$ cat src/sv/dgs_pkg.sv
// Shared types and constants for the ducking gain smoother.
// No dependencies; imported by every module of the block.
package dgs_pkg;

  localparam int SAMPLE_BITS = 24;
  localparam int GAIN_W      = 24;
  localparam int LEN_W       = 13;
  localparam int Q31_W       = 32;
  localparam int LANE_X_W    = SAMPLE_BITS + 1;

  localparam logic [GAIN_W-1:0] UNITY_Q23        = 24'd8388608;
  localparam logic [Q31_W-1:0]  UNITY_Q31        = 32'h8000_0000;
  localparam logic [LEN_W-1:0]  MAX_STAIR_FRAMES = 13'd4096;

  localparam logic FUNC_BLOCK = 1'b0;
  localparam logic FUNC_FRAME = 1'b1;

  localparam logic [1:0] REG_ATTACK  = 2'd0;
  localparam logic [1:0] REG_RELEASE = 2'd1;
  localparam logic [1:0] REG_SIDES   = 2'd2;

  typedef struct packed {
    logic mul_en;
    logic rnd_en;
    logic sides;
  } lane_ctrl_t;

endpackage

$ cat src/sv/dgs_lane.sv
// One channel lane: gain multiply, sides-mode mid-term merge, round and saturate.
// Depends on dgs_pkg.
module dgs_lane (
  input  logic                                 clk_i,
  input  dgs_pkg::lane_ctrl_t                  ctrl_i,
  input  logic signed [dgs_pkg::LANE_X_W-1:0]  x_i,
  input  logic signed [dgs_pkg::LANE_X_W-1:0]  mid_i,
  input  logic [dgs_pkg::Q31_W-1:0]            gain_i,
  output logic signed [dgs_pkg::SAMPLE_BITS-1:0] res_o
);
  import dgs_pkg::*;

  localparam int PROD_W = LANE_X_W + Q31_W + 1;
  localparam int ACC_W  = PROD_W + 2;
  localparam int RND_W  = ACC_W - Q31_W;

  logic signed [PROD_W-1:0]      prod_q;
  logic signed [SAMPLE_BITS-1:0] res_q;
  logic signed [ACC_W-1:0]       base, term, acc, acc_r;
  logic signed [RND_W-1:0]       rnd;
  logic signed [SAMPLE_BITS-1:0] sat;

  localparam logic signed [RND_W-1:0] SAT_HI = RND_W'((1 <<< (SAMPLE_BITS - 1)) - 1);
  localparam logic signed [RND_W-1:0] SAT_LO = -RND_W'(1 <<< (SAMPLE_BITS - 1));

  always_comb begin
    if (ctrl_i.sides) begin
      base = {{(ACC_W - LANE_X_W - Q31_W + 1){mid_i[LANE_X_W-1]}}, mid_i, {(Q31_W-1){1'b0}}};
      term = {{2{prod_q[PROD_W-1]}}, prod_q};
    end else begin
      base = '0;
      term = {prod_q[PROD_W-1], prod_q, 1'b0};
    end
    acc   = base + term;
    acc_r = acc + (ACC_W'(1) <<< (Q31_W - 1)) - ACC_W'(acc[ACC_W-1]);
    rnd   = acc_r[ACC_W-1:Q31_W];
    if (rnd > SAT_HI) begin
      sat = SAT_HI[SAMPLE_BITS-1:0];
    end else if (rnd < SAT_LO) begin
      sat = SAT_LO[SAMPLE_BITS-1:0];
    end else begin
      sat = rnd[SAMPLE_BITS-1:0];
    end
  end

  always_ff @(posedge clk_i) begin
    if (ctrl_i.mul_en) begin
      prod_q <= x_i * $signed({1'b0, gain_i});
    end
    if (ctrl_i.rnd_en) begin
      res_q <= sat;
    end
  end

  assign res_o = res_q;

endmodule

$ cat config.mk
export PLATFORM = sky130hd
export DESIGN_NAME = dgs_lane
export DESIGN_NICKNAME = d
export VERILOG_FILES = /design/src/sv/dgs_pkg.sv /design/src/sv/dgs_lane.sv
export SDC_FILE = /design/constraint.sdc
export NUM_CORES = 2
export LEC_CHECK = 0
export ABC_AREA = 1
export BUFFER_PORTS_ARGS = -buffer_cell sky130_fd_sc_hd__buf_2
export CAP_MARGIN = 20
export CORE_AREA = 2 2 269 271
export CTS_CLUSTER_SIZE = 20
export DETAILED_ROUTE_END_ITERATION = 16
export DIE_AREA = 0 0 271 273
export GPL_ROUTABILITY_DRIVEN = 1
export PLACE_DENSITY = 0.66
export SYNTH_ARGS = -nofsm -noshare
export SYNTH_HDL_FRONTEND = slang
export SYNTH_SLANG_ARGS = --single-unit
$ cat constraint.sdc
create_clock -name clk_i -period 10.39 [get_ports clk_i]
set_input_delay 2.078 -clock clk_i [delete_from_list [all_inputs] [get_ports clk_i]]
set_output_delay 2.078 -clock clk_i [all_outputs]
set_load 0.02 [all_outputs]
==> metrics.md <==
| Metric | Value |
|---|---|
| Status | `finished, final reports clean` |
| Flip-flop and latch area | `2460 um^2` |
| HPWL Detailed | `77.8 mm` |
| Setup Total Neg Slack | `0 ns` |
| Setup WS post-layout | `1.09 ns` |
| Core Area | `71,000 um^2` |
| Sequential element share of the synthesized area | `6.98%` |
| Critical Path End Type | `flip-flop` |
| Worst skew pair latency | `0.37 ns` |
| Vias per cell | `5.00` |
| Ys Warns | `0` |
| Area leader, netlist | `fa_1` |
| Final nets | `5,737` |
| Vias in the first global route | `29,400` |
| Wire per inst | `16.8 um` |
| Critical Path AT | `9.42 ns` |
| Worst hold path depth | `8` |
| RSZ-0062 raised after global routing | `false` |
| CP max FO | `17` |
| GRT Total Usage | `26.4%` |
| Number of port buffers | `109` |
| Final Hold Vio Count | `0` |
| Via count | `28,000` |
| Fillers | `6,997` |
| Chip height | `273 um` |
| Worst Path Class, Setup | `in -> reg` |
| Post-Place Worst Slack | `0.873 ns` |
| Area of the multi-input gates | `26,700 um^2` |
| Layout Skew | `0.0140 ns` |
| Area contributors post-synth | `fa_1 (39%), inv_1 (15%), nand2_1 (13%), ha_1 (11%), edfxtp_1 (7.0%)` |
| Initial Util | `49.7%` |
| Mapped Avg Cell Area | `7.51 um^2` |
| DRC viols | `0` |
| Die area | `74,000 um^2` |
| Delay-heaviest family, CP | `adder cells` |
| Chip width | `271 um` |
| Clock slew at reported path FFs | `0.06 ns` |
| Drt pass-1 iters | `7` |
| Final max-slew violation count | `0` |
| Most frequent cells in the layout | `inv_1 (1,423), nand2_1 (1,191), fa_1 (688)` |
| Reg2Reg Depth | `28` |
| Clock root buffer | `clkbuf_16` |
| Max frequency | `108 MHz` |
| Routed wire length | `94.1 mm` |
| Setup Buffers After CTS | `0` |
| Tcrit/Tclk final | `89.5%` |
| Htree depth | `3` |
| GRT Residual Overflow | `0` |
| Clk sink count | `82` |
| WP buf/inv | `4` |
| Worst Setup Start Kind | `primary input` |
| First-pass GRT wire length | `154 mm` |
| CP max stage delay | `0.72 ns` |
| Boundary Pins | `110` |
| Number of max-cap violations | `0` |
| Synth cell types | `46` |
| CTS buffer count | `9` |
| Hold_buf cts | `0` |
| Detail Route Antenna Nets | `0` |
| Initial DRC count | `1,954` |
| CTS tree | `done` |
| Hold Worst Slack | `1.23 ns` |
| Clk buf depth | `2` |
| Antenna violations before repair | `2` |
| Post-CTS Resized | `0` |
| Global placement routability congestion | `0.950` |
| Post-synth net total | `5,787` |
| Critical path depth | `27` |
| Register bit count reported by yosys | `82` |
| WP data required | `10.51 ns` |
| Row cnt | `98` |
| Slowest library cell on the worst path | `inv_1` |
| Synth Instances | `4,702` |
| Slew margin rel. | `34.9%` |
| Largest net degree at the start of global routing | `80` |
| Final design utilization | `51.7%` |
| Tmin final | `9.30 ns` |
| Setup violators final | `0` |
| Worst Max-Slew Pin Slew | `0.975 ns` |
| Worst hold path class | `reg -> reg` |
| Post-synth design cell area | `35,300 um^2` |
| Layout area overhead | `4.01%` |
| CP most frequent cell | `fa_1` |
| FF-to-FF setup slack | `4.47 ns` |
| Commonest non-fill, non-tap cell in the layout | `inv_1` |
| Top-area cell type share of the netlist area | `39.0%` |
| Layout cells sized above 1 | `3.95%` |
-- worst paths after layout --
check	from	end
hold reg to reg	prod_q[32]$_DFFE_PP_	res_o[0]$_SDFFCE_PN1P_
hold / removal	prod_q[32]$_DFFE_PP_	res_o[0]$_SDFFCE_PN1P_
setup / recovery	x_i[24]	prod_q[56]$_DFFE_PP_
setup reg to reg	prod_q[31]$_DFFE_PP_	res_o[3]$_SDFFCE_PN1P_
-- per-layer routing --
metal | part of all wire [%] | global-route usage [%]
met2 | 45 | 42.9
met5 | 0.014 | 0
met1 | 44 | 35.9
met3 | 8.3 | 5.66
met4 | 2.4 | 6.63
-- registers in the layout (all words and copies together), names as in the netlist --
signal,flops
prod_q,58
res_o,24
-- metrics by stage --
step                instance area, um^2  std cells
floorplan                         35300       4702
global placement                  36400       5591
detailed placement                36400       5591
CTS                               36700       5607
global route                      36700       5608
finish                            36700       5608
-- cell usage after synthesis, drive strengths merged --
library cell     n
inv           1425
nand2         1196
fa             688
ha             311
a21oi          187
nor2           187
clkbuf         186
o21ai          138
edfxtp          82
xor2            70
nand3           45
xnor2           34
a31oi           29
nor3            17
or2             17
o21a            16
a21o             9
o21bai           9
a21boi           8
nor4             7
a211oi           6
nand4            6
o31ai            5
a221oi           4
buf              4
nand3b           4
o211ai           4
o2111ai          3
a31o             1
and2             1
and3             1
clkinv           1
o221ai           1
-- worst min-delay path: stages (launching register included) --
cell and delay, ns:
edfxtp_1 0.35, inv_1 0.07, nand2_1 0.04, o21ai_0 0.14, fa_1 0.30, nand2_1 0.08, nand2_1 0.05, nand2_1 0.05
nand2_1 0.04
-- logic make-up (layout without fill, tap and decap cells) --
logic type | after synthesis | in the layout | synth area share (%)
buffers and inverters | 1616 | 1571 | 17.3
other | 0 | 1 | 0
flip-flops | 82 | 82 | 6.98
AO/OA/AOI/OAI | 420 | 420 | 6.65
XOR/XNOR | 104 | 104 | 2.68
adder cells (fa/ha/maj) | 999 | 999 | 50.1
AND/OR/NAND/NOR | 1481 | 1481 | 16.3
-- layout make-up --
class / instances / area share (%)
Clock inverter: 7 / 0.143
Multi-Input combinational cell: 3004 / 72.8
Timing Repair Buffer: 129 / 1.90
Tap cell: 950 / 3.24
Sequential cell: 82 / 6.71
Clock buffer: 9 / 0.614
Inverter: 1426 / 14.6
Antenna cell: 1 / 0.00682
Power is left out: the tool's default activity adds up to more than one toggle a clock period on the data nets, which glitch-free logic cannot reach.
