File: src/sv/dgs_pkg.sv
// Shared types and constants for the ducking gain smoother.
// No dependencies; imported by every module of the block.
package dgs_pkg;

  localparam int SAMPLE_BITS = 24;
  localparam int GAIN_W      = 24;
  localparam int LEN_W       = 13;
  localparam int Q31_W       = 32;
  localparam int LANE_X_W    = SAMPLE_BITS + 1;

  localparam logic [GAIN_W-1:0] UNITY_Q23        = 24'd8388608;
  localparam logic [Q31_W-1:0]  UNITY_Q31        = 32'h8000_0000;
  localparam logic [LEN_W-1:0]  MAX_STAIR_FRAMES = 13'd4096;

  localparam logic FUNC_BLOCK = 1'b0;
  localparam logic FUNC_FRAME = 1'b1;

  localparam logic [1:0] REG_ATTACK  = 2'd0;
  localparam logic [1:0] REG_RELEASE = 2'd1;
  localparam logic [1:0] REG_SIDES   = 2'd2;

  typedef struct packed {
    logic mul_en;
    logic rnd_en;
    logic sides;
  } lane_ctrl_t;

endpackage

File: src/sv/dgs_divider.sv
// Iterative restoring divider for the ramp step, one quotient bit per cycle.
// Depends on dgs_pkg.
module dgs_divider (
  input  logic                       clk_i,
  input  logic                       rst_ni,
  input  logic                       start_i,
  input  logic [dgs_pkg::Q31_W-1:0]  dividend_i,
  input  logic [dgs_pkg::LEN_W-1:0]  divisor_i,
  output logic                       done_o,
  output logic [dgs_pkg::Q31_W-1:0]  quotient_o
);
  import dgs_pkg::*;

  localparam int CNT_W = $clog2(Q31_W);

  logic [LEN_W-1:0] rem_q, rem_d, div_q;
  logic [Q31_W-1:0] quo_q, quo_d;
  logic [CNT_W-1:0] cnt_q;
  logic             busy_q, done_q;
  logic [LEN_W:0]   trial;
  logic             ge;

  always_comb begin
    trial = {rem_q, quo_q[Q31_W-1]};
    ge    = trial >= {1'b0, div_q};
    rem_d = ge ? LEN_W'(trial - {1'b0, div_q}) : trial[LEN_W-1:0];
    quo_d = {quo_q[Q31_W-2:0], ge};
  end

  always_ff @(posedge clk_i or negedge rst_ni) begin
    if (!rst_ni) begin
      busy_q <= 1'b0;
      done_q <= 1'b0;
      cnt_q  <= '0;
      rem_q  <= '0;
      quo_q  <= '0;
      div_q  <= '0;
    end else begin
      done_q <= 1'b0;
      if (start_i) begin
        busy_q <= 1'b1;
        cnt_q  <= CNT_W'(Q31_W - 1);
        rem_q  <= '0;
        quo_q  <= dividend_i;
        div_q  <= divisor_i;
      end else if (busy_q) begin
        rem_q <= rem_d;
        quo_q <= quo_d;
        cnt_q <= cnt_q - 1'b1;
        if (cnt_q == '0) begin
          busy_q <= 1'b0;
          done_q <= 1'b1;
        end
      end
    end
  end

  assign done_o     = done_q;
  assign quotient_o = quo_q;

endmodule

File: config.mk
export PLATFORM = sky130hd
export DESIGN_NAME = dgs_divider
export DESIGN_NICKNAME = d
export VERILOG_FILES = /design/src/sv/dgs_pkg.sv /design/src/sv/dgs_divider.sv
export SDC_FILE = /design/constraint.sdc
export NUM_CORES = 1
export LEC_CHECK = 0
export CORE_MARGIN = 3
export CORE_UTILIZATION = 57
export DETAILED_ROUTE_END_ITERATION = 8
export DONT_BUFFER_PORTS = 1
export GPL_TIMING_DRIVEN = 0
export PLACE_DENSITY = 0.72
export SLEW_MARGIN = 25
export SYNTH_ARGS = -nofsm -noshare
export SYNTH_HDL_FRONTEND = slang
export SYNTH_SLANG_ARGS = --single-unit
File: constraint.sdc
create_clock -name clk_i -period 3.1 [get_ports clk_i]
set_input_delay 0.465 -clock clk_i [delete_from_list [all_inputs] [get_ports clk_i]]
set_output_delay 0.465 -clock clk_i [all_outputs]
set_load 0.02 [all_outputs]
==> run_summary.xml, run 1 <==
<?xml version="1.0" encoding="UTF-8"?>
<metrics>
  <group name="timing">
    <metric name="hold_slack" unit="ns">0.225</metric>
    <metric name="timing.final.crit_period" unit="ns">2.75</metric>
    <metric name="maxClockFrequency" unit="MHz">363</metric>
    <metric name="timing_worst_slew_pin_value" unit="ns">0.720</metric>
    <metric name="fin_crit_sh" unit="%">88.8</metric>
    <metric name="grt_setup_unrepaired" unit="">no</metric>
    <metric name="slew_headroom" unit="%">52.0</metric>
    <metric name="final_count_of_pins_violating_max_slew" unit="">0</metric>
    <metric name="report.final.setup_viol" unit="">0</metric>
    <metric name="timing_hold_violations_final" unit="">0</metric>
    <metric name="skew" unit="ns">0.0109</metric>
    <metric name="post-route-worst-setup-slack" unit="ns">0.348</metric>
    <metric name="totalNegativeSetupSlack" unit="ns">0</metric>
  </group>
  <group name="flow_run">
    <metric name="max_cap_violations" unit="">0</metric>
  </group>
  <group name="critical_path">
    <metric name="regToRegEndpoint" unit="">rem_q[2]$_DFFE_PN0P_</metric>
    <metric name="crit_path_cell_trace" unit="">inv_1, ha_1, fa_1, nor2b_4, o31a_4, o311ai_4, a31oi_1, buf_2, o21ai_1, a311oi_2</metric>
    <metric name="cpPeakStageDelay" unit="ns">0.56</metric>
    <metric name="timing.setup.critical_path_class" unit="">flop to flop</metric>
    <metric name="startpoint_type" unit="">flop</metric>
    <metric name="endpoint_required_time_on_the_critical_path" unit="ns">3.36</metric>
    <metric name="timing.reg2reg.setup_slack" unit="ns">0.35</metric>
    <metric name="critical_path.reg2reg.startpoint" unit="">quotient_o[31]$_DFFE_PN0P_</metric>
    <metric name="crit_path_top_delay_cell" unit="">sky130_fd_sc_hd__dfrtp_1</metric>
    <metric name="r2r_cells" unit="">10</metric>
    <metric name="critPathArrivalTime" unit="ns">3.01</metric>
    <metric name="critical_path.endpoint_type" unit="">flop</metric>
    <metric name="critPathMaxFanout" unit="">10</metric>
  </group>
  <group name="clock_tree">
    <metric name="cts_num_sinks" unit="">65</metric>
    <metric name="insertion_delay" unit="ns">0.36</metric>
    <metric name="clock_tree_from_tritoncts" unit="">done</metric>
    <metric name="longest_clk_path_bufs" unit="">2</metric>
    <metric name="clock-root-buffer" unit="">sky130_fd_sc_hd__clkbuf_8</metric>
    <metric name="htree_num_levels" unit="">3</metric>
    <metric name="cts.clk_slew.worst_paths" unit="ns">0.08</metric>
    <metric name="cts.repair_timing.setup_buffer_count" unit="">0</metric>
    <metric name="inserted_clock_buffers" unit="">9</metric>
    <metric name="cts_repair_resize_count" unit="">0</metric>
  </group>
  <group name="floorplan">
    <metric name="ios" unit="">81</metric>
    <metric name="die_w" unit="um">87.5</metric>
    <metric name="area_of_the_die" unit="sq um">7660</metric>
    <metric name="num_rows" unit="">29</metric>
    <metric name="die_y_extent" unit="um">87.5</metric>
    <metric name="floorplan.initialDensity" unit="%">59.3</metric>
    <metric name="core-area" unit="sq um">6390</metric>
  </group>
  <group name="yosys">
    <metric name="most_numerous_cell_types_in_the_synthesized_netlist" unit="">sky130_fd_sc_hd__dfrtp_1 (65), sky130_fd_sc_hd__nand2_1 (52), sky130_fd_sc_hd__o21ai_0 (49), sky130_fd_sc_hd__mux2i_1 (31), sky130_fd_sc_hd__inv_1 (20)</metric>
    <metric name="synth_largest_type_area_fraction" unit="%">42.9</metric>
    <metric name="asyncSetResetFlopFracSynth" unit="%">100</metric>
    <metric name="synth.top_cells.by_area" unit="">sky130_fd_sc_hd__dfrtp_1 (43%), sky130_fd_sc_hd__mux2i_1 (8.2%), sky130_fd_sc_hd__o21ai_0 (6.5%)</metric>
    <metric name="syn-mean-instance-area" unit="sq um">9.64</metric>
    <metric name="yosys.cell_types.count" unit="">56</metric>
    <metric name="netlist_area" unit="sq um">3790</metric>
    <metric name="synth_edf_count" unit="">0</metric>
    <metric name="yosys_register_bits" unit="">65</metric>
    <metric name="mappedNetlistNets" unit="">457</metric>
    <metric name="synthesized_netlist_cell_count" unit="">393</metric>
    <metric name="synth-main-ff-cell" unit="">sky130_fd_sc_hd__dfrtp_1</metric>
    <metric name="synthMostInstantiatedCell" unit="">sky130_fd_sc_hd__dfrtp_1</metric>
    <metric name="yosysSeqAreaShare" unit="%">42.9</metric>
    <metric name="yosysWarnings" unit="">0</metric>
    <metric name="synth_largest_area_cell" unit="">sky130_fd_sc_hd__dfrtp_1</metric>
  </group>
  <group name="grt">
    <metric name="grt_first_pass_wirelength" unit="um">14600</metric>
    <metric name="grt_antenna_before_repair" unit="">0</metric>
    <metric name="largest_net_degree_at_the_start_of_global_routing" unit="">66</metric>
    <metric name="total_track_usage" unit="%">24.6</metric>
    <metric name="first_global_vias" unit="">2952</metric>
    <metric name="grt.overflow.total" unit="">0</metric>
  </group>
  <group name="hold_path">
    <metric name="worstHoldPathCells" unit="">2</metric>
    <metric name="hold_path_startpoint" unit="">dividend_i[18]</metric>
    <metric name="path_category_of_the_worst_min_delay_check" unit="">input pin to flop</metric>
    <metric name="min_to" unit="">quotient_o[18]$_DFFE_PN0P_</metric>
  </group>
  <group name="final_layout">
    <metric name="antenna_cells_inserted" unit="">0</metric>
    <metric name="filler_cell_count" unit="">521</metric>
    <metric name="area.growth.synth_to_final" unit="%">8.95</metric>
    <metric name="layout-drive-gt1-share" unit="%">10.9</metric>
    <metric name="post_layout_nonfiller_instances" unit="">488</metric>
    <metric name="final_nets" unit="">470</metric>
    <metric name="core_occupancy_in_the_finished_layout" unit="%">64.7</metric>
  </group>
  <group name="power">
    <metric name="ir_drop" unit="mV">0.521</metric>
    <metric name="static-leakage-power" unit="nW">2.03</metric>
    <metric name="power_per_cell_area" unit="nW/um^2">761</metric>
  </group>
  <group name="place">
    <metric name="port_buffers" unit="">0</metric>
    <metric name="detailedPlacementHpwl" unit="um">6280</metric>
    <metric name="dp_slack" unit="ns">0.390</metric>
    <metric name="placedCellCount" unit="">470</metric>
    <metric name="finalWeightedCongestion" unit="">0.897</metric>
  </group>
  <group name="routing">
    <metric name="drc_errors" unit="">0</metric>
    <metric name="drt_pass1_iterations" unit="">4</metric>
    <metric name="detailedRoute.firstIterationViolations" unit="">182</metric>
    <metric name="routed-via-count" unit="">2983</metric>
    <metric name="ant_nets" unit="">0</metric>
    <metric name="drt-wirelength-per-cell" unit="um">18.2</metric>
    <metric name="route.final.wire_length" unit="um">8880</metric>
    <metric name="viasPerCell" unit="">6.11</metric>
  </group>
  <group name="run_status">
    <metric name="run_status" unit="">complete, no violations</metric>
  </group>
</metrics>
==> cell usage in the layout (no fill, tap or decap), types with 3 or more instances in the layout <==
master and instances:
sky130_fd_sc_hd__xnor2_1 6, sky130_fd_sc_hd__ha_1 15, sky130_fd_sc_hd__nor2_1 19, sky130_fd_sc_hd__o211ai_1 3, sky130_fd_sc_hd__inv_1 20, sky130_fd_sc_hd__nand2b_1 7, sky130_fd_sc_hd__clkbuf_1 14, sky130_fd_sc_hd__o21a_1 3
sky130_fd_sc_hd__o21ai_0 49, sky130_fd_sc_hd__buf_1 6, sky130_fd_sc_hd__mux2i_1 31, sky130_fd_sc_hd__dfrtp_1 65, sky130_fd_sc_hd__nor3_1 8, sky130_fd_sc_hd__buf_2 3, sky130_fd_sc_hd__xor2_1 3, sky130_fd_sc_hd__clkbuf_8 10
sky130_fd_sc_hd__a21oi_1 12, sky130_fd_sc_hd__a21o_1 7, sky130_fd_sc_hd__nand2_1 52, sky130_fd_sc_hd__nand3_2 7, sky130_fd_sc_hd__nor3b_1 3, sky130_fd_sc_hd__a311oi_2 8, sky130_fd_sc_hd__o21ai_1 9, sky130_fd_sc_hd__a31oi_1 5
==> area by class of cell <==
class	count	area (sq um)	share of cell area [%]
Timing Repair Buffer	2	37.5	0.909
Clock buffer	10	138	3.33
Clock inverter	6	67.6	1.64
Sequential cell	65	1630	39.4
Multi-Input combinational cell	283	1970	47.7
Inverter	20	75.1	1.82
Tap cell	77	96.3	2.33
Buffer	25	118	2.85
==> repair_timing <==
action,4_1_cts,5_1_grt
hold buffers,2,0
hold endpoints to repair,65,0
endpoints found under the setup margin,0,0
==> state kept, by name (all words and copies together), names as in the netlist <==
name	cells
rem_q	13
div_q	13
done_o	1
cnt_q	5
busy_q	1
quotient_o	32
==> cells by family (layout without fill, tap and decap cells) <==
logic type	after synthesis	in the layout	share of synthesized area, %
AO/OA/AOI/OAI	113	113	20.6
XOR/XNOR	9	9	2.08
adder cells (fa/ha/maj)	16	16	5.48
buffers and inverters	45	63	5.08
flip-flops	65	65	42.9
multiplexers	32	32	8.48
AND/OR/NAND/NOR	113	113	15.4
==> worst max-delay path: cells and delay by family, from the launching register on <==
family / cells / cell delay [ns]
AND/OR/NAND/NOR: 1 / 0.14
AO/OA/AOI/OAI: 5 / 0.90
adder cells (fa/ha/maj): 2 / 0.70
flip-flops: 1 / 0.56
buffers and inverters: 2 / 0.36
==> stage by stage <==
stage	power [W]	instance area, sq um
global route	0.00335	4130
floorplan	0.00211	3790
detailed placement	0.00236	3890
CTS	0.00314	4130
global placement	0.00232	3890
finish	0.00314	4130
==> worst max path at each step <==
| stage | slack (ns) | cells after the start | startpoint | endpoint |
|---|---|---|---|---|
| after CTS | 0.35 | 10 | quotient_o[31]$_DFFE_PN0P_ | rem_q[2]$_DFFE_PN0P_ |
| after global placement | 0.43 | 10 | quotient_o[31]$_DFFE_PN0P_ | rem_q[2]$_DFFE_PN0P_ |
| after floorplan | 0.74 | 10 | quotient_o[31]$_DFFE_PN0P_ | rem_q[2]$_DFFE_PN0P_ |
| after detailed placement | 0.39 | 10 | quotient_o[31]$_DFFE_PN0P_ | rem_q[2]$_DFFE_PN0P_ |
| after global routing | 0.17 | 10 | quotient_o[31]$_DFFE_PN0P_ | rem_q[2]$_DFFE_PN0P_ |
| final | 0.35 | 10 | quotient_o[31]$_DFFE_PN0P_ | rem_q[2]$_DFFE_PN0P_ |
==> layer usage <==
metal	wire (um)	global-route usage (%)	vias up
li1	-	-	1433
met1	3900	34.1	1440
met2	4210	36.8	87
met3	511	6.49	23
met4	262	9.76	0
met5	0	0	-
==> report_power, final <==
part	switching [W]	internal (W)	total, W
clock	0.000363	0.000394	0.000757
combinational	0.000705	0.000524	0.00123
sequential	0.000182	0.000974	0.00116
No activity file was read; power rests on OpenSTA's default activity.
==> run 2: changes to the inputs <==
--- a/config.mk
+++ b/config.mk
@@ -5,12 +5,11 @@
 export SDC_FILE = /design/constraint.sdc
 export NUM_CORES = 1
 export LEC_CHECK = 0
-export CORE_MARGIN = 3
 export CORE_UTILIZATION = 57
 export DETAILED_ROUTE_END_ITERATION = 8
 export DONT_BUFFER_PORTS = 1
 export GPL_TIMING_DRIVEN = 0
-export PLACE_DENSITY = 0.72
+export PLACE_DENSITY = 0.75
 export SLEW_MARGIN = 25
 export SYNTH_ARGS = -nofsm -noshare
 export SYNTH_HDL_FRONTEND = slang
==> constraint.sdc (replaced) <==
create_clock -name clk_i -period 2.39 [get_ports clk_i]
set_input_delay 0.3585 -clock clk_i [delete_from_list [all_inputs] [get_ports clk_i]]
set_output_delay 0.3585 -clock clk_i [all_outputs]
set_load 0.02 [all_outputs]
==> run_summary.xml, run 2 (synthesized netlist as in run 1, its figures left out) <==
<?xml version="1.0" encoding="UTF-8"?>
<metrics>
  <group name="run_status">
    <metric name="run_status" unit="">finished, violations left</metric>
    <metric name="violations" unit="">negative setup slack</metric>
  </group>
  <group name="hold_path">
    <metric name="min_to" unit="">quotient_o[18]$_DFFE_PN0P_</metric>
    <metric name="worstHoldPathCells" unit="">2</metric>
    <metric name="path_category_of_the_worst_min_delay_check" unit="">input pin to flop</metric>
    <metric name="hold_path_startpoint" unit="">dividend_i[18]</metric>
  </group>
  <group name="grt">
    <metric name="grt_first_pass_wirelength" unit="um">15000</metric>
    <metric name="use_met3" unit="%">4.95</metric>
    <metric name="use_met1" unit="%">35.2</metric>
    <metric name="most_used_routing_layer" unit="">met2</metric>
    <metric name="largest_net_degree_at_the_start_of_global_routing" unit="">66</metric>
    <metric name="first_global_vias" unit="">3157</metric>
    <metric name="total_track_usage" unit="%">27.3</metric>
    <metric name="grt_antenna_before_repair" unit="">0</metric>
    <metric name="grt.overflow.total" unit="">0</metric>
    <metric name="grt_met2_use" unit="%">44.5</metric>
  </group>
  <group name="timing">
    <metric name="timing_hold_violations_final" unit="">0</metric>
    <metric name="fin_crit_sh" unit="%">103</metric>
    <metric name="skew" unit="ns">0.0142</metric>
    <metric name="grt_setup_unrepaired" unit="">yes</metric>
    <metric name="final_count_of_pins_violating_max_slew" unit="">0</metric>
    <metric name="timing.final.crit_period" unit="ns">2.47</metric>
    <metric name="slew_headroom" unit="%">49.4</metric>
    <metric name="report.final.setup_viol" unit="">13</metric>
    <metric name="post-route-worst-setup-slack" unit="ns">-0.0771</metric>
    <metric name="timing_worst_slew_pin_value" unit="ns">0.760</metric>
    <metric name="maxClockFrequency" unit="MHz">405</metric>
    <metric name="hold_slack" unit="ns">0.114</metric>
  </group>
  <group name="routing">
    <metric name="drc_errors" unit="">0</metric>
    <metric name="drt_pass1_iterations" unit="">5</metric>
    <metric name="drt-wirelength-per-cell" unit="um">18.7</metric>
    <metric name="routed-via-count" unit="">3139</metric>
    <metric name="detailedRoute.firstIterationViolations" unit="">271</metric>
    <metric name="route.final.wire_length" unit="um">9280</metric>
    <metric name="viasPerCell" unit="">6.32</metric>
    <metric name="ant_nets" unit="">0</metric>
  </group>
  <group name="flow_run">
    <metric name="max_cap_violations" unit="">0</metric>
  </group>
  <group name="clock_tree">
    <metric name="inserted_clock_buffers" unit="">9</metric>
    <metric name="cts.clk_slew.worst_paths" unit="ns">0.09</metric>
    <metric name="htree_num_levels" unit="">3</metric>
    <metric name="cts_num_sinks" unit="">65</metric>
    <metric name="insertion_delay" unit="ns">0.36</metric>
    <metric name="clock_tree_from_tritoncts" unit="">done</metric>
    <metric name="longest_clk_path_bufs" unit="">2</metric>
    <metric name="clock-root-buffer" unit="">sky130_fd_sc_hd__clkbuf_8</metric>
  </group>
  <group name="place">
    <metric name="dp_slack" unit="ns">-0.344</metric>
    <metric name="detailedPlacementHpwl" unit="um">6170</metric>
    <metric name="cell_area_placed" unit="sq um">3890</metric>
    <metric name="port_buffers" unit="">0</metric>
    <metric name="finalWeightedCongestion" unit="">0.948</metric>
  </group>
  <group name="power">
    <metric name="static-leakage-power" unit="nW">2.12</metric>
    <metric name="ir_drop" unit="mV">0.647</metric>
    <metric name="total_power" unit="W">0.00442</metric>
    <metric name="power_per_cell_area" unit="nW/um^2">1020</metric>
  </group>
  <group name="critical_path">
    <metric name="regToRegEndpoint" unit="">rem_q[2]$_DFFE_PN0P_</metric>
    <metric name="timing.reg2reg.setup_slack" unit="ns">-0.08</metric>
    <metric name="cpPeakStageDelay" unit="ns">0.50</metric>
    <metric name="crit_path_top_delay_cell" unit="">sky130_fd_sc_hd__dfrtp_2</metric>
    <metric name="crit_path_cell_trace" unit="">inv_2, ha_4, fa_2, nor2b_4, o31a_4, o311ai_4, buf_4, a31oi_4, buf_6, o21ai_1, a311oi_2</metric>
    <metric name="critical_path.reg2reg.startpoint" unit="">quotient_o[31]$_DFFE_PN0P_</metric>
    <metric name="endpoint_required_time_on_the_critical_path" unit="ns">2.65</metric>
    <metric name="critical_path.endpoint_type" unit="">flop</metric>
    <metric name="critPathArrivalTime" unit="ns">2.73</metric>
    <metric name="timing.setup.critical_path_class" unit="">flop to flop</metric>
    <metric name="r2r_cells" unit="">11</metric>
    <metric name="timing.critical_path.buf_inv" unit="">3</metric>
    <metric name="critPathMaxFanout" unit="">5</metric>
    <metric name="cp_top_family" unit="">compound AO/OA/AOI/OAI gates</metric>
    <metric name="startpoint_type" unit="">flop</metric>
  </group>
  <group name="final_layout">
    <metric name="stdcell_area" unit="sq um">4350</metric>
    <metric name="largest_register_ffs" unit="">32</metric>
    <metric name="filler_cell_count" unit="">485</metric>
    <metric name="area.growth.synth_to_final" unit="%">14.7</metric>
    <metric name="layout-drive-gt1-share" unit="%">15.7</metric>
    <metric name="final_cell_mix" unit="">sky130_fd_sc_hd__dfrtp_1 (64), sky130_fd_sc_hd__nand2_1 (52), sky130_fd_sc_hd__o21ai_0 (49)</metric>
    <metric name="layout_commonest_cell" unit="">sky130_fd_sc_hd__dfrtp_1</metric>
    <metric name="antenna_cells_inserted" unit="">0</metric>
    <metric name="final_nets" unit="">479</metric>
  </group>
  <group name="floorplan">
    <metric name="die_w" unit="um">83.5</metric>
    <metric name="core-area" unit="sq um">6390</metric>
    <metric name="floorplan.initialDensity" unit="%">59.3</metric>
    <metric name="ios" unit="">81</metric>
    <metric name="die_y_extent" unit="um">83.5</metric>
    <metric name="num_rows" unit="">29</metric>
    <metric name="area_of_the_die" unit="sq um">6980</metric>
  </group>
</metrics>
[run 2: worst max path at each step]
stage	from	end	slack (ns)	cells after the start
floorplan	quotient_o[31]$_DFFE_PN0P_	rem_q[2]$_DFFE_PN0P_	0.03	10
global placement	quotient_o[31]$_DFFE_PN0P_	rem_q[2]$_DFFE_PN0P_	-0.29	10
finish	quotient_o[31]$_DFFE_PN0P_	rem_q[2]$_DFFE_PN0P_	-0.08	11
detailed placement	quotient_o[31]$_DFFE_PN0P_	rem_q[2]$_DFFE_PN0P_	-0.34	10
global route	quotient_o[31]$_DFFE_PN0P_	rem_q[2]$_DFFE_PN0P_	-0.14	11
CTS	quotient_o[31]$_DFFE_PN0P_	rem_q[1]$_DFFE_PN0P_	-0.12	10
[run 2: routing by layer]
metal,routed length (um),up-vias
li1,-,1452
met1,4040,1536
met2,4500,123
met3,456,28
met4,286,0
met5,0,-
[run 2: power by group]
group	total (W)	switching [W]	internal, W
registers	0.00151	0.000243	0.00126
logic	0.00183	0.00104	0.000790
clock network	0.00108	0.000482	0.000598
[run 2: through the flow]
stage	utilization, %	setup TNS (ns)	instances
5_1_grt	68.0	-1.44	497
4_1_cts	67.6	-1.22	496
3_5_place_dp	60.9	-3.38	470
3_3_place_gp	60.9	-2.68	470
2_1_floorplan	-	0	393
6_report	68.0	-0.636	497
[run 2: worst reg2reg max path, delay by kind of cell, from the launching register on]
kind	cells	cell delay (ns)
AOI/OAI and AO/OA	5	0.77
adders and majority gates	2	0.54
DFF	1	0.50
and+or+nand+nor	1	0.13
buffers and inverters	3	0.42
[run 2: area by class of cell]
cell class / count / area [sq um] / area share (%)
clock buffers: 9 / 124 / 2.85
well taps: 77 / 96.3 / 2.22
plain buffers: 25 / 124 / 2.85
inverters: 20 / 75.1 / 1.73
flip-flops and latches: 65 / 1630 / 37.5
repair buffers: 11 / 133 / 3.05
multi-input cells: 283 / 2070 / 47.5
clock inverters: 7 / 100 / 2.30
[run 2: repair_timing]
action	in CTS	in global routing
pin swaps	14	7
setup buffers	6	1
hold buffers	2	0
gates cloned	2	0
endpoints found under the setup margin	14	14
gates resized for setup	20	3
endpoints found under the hold margin	65	0
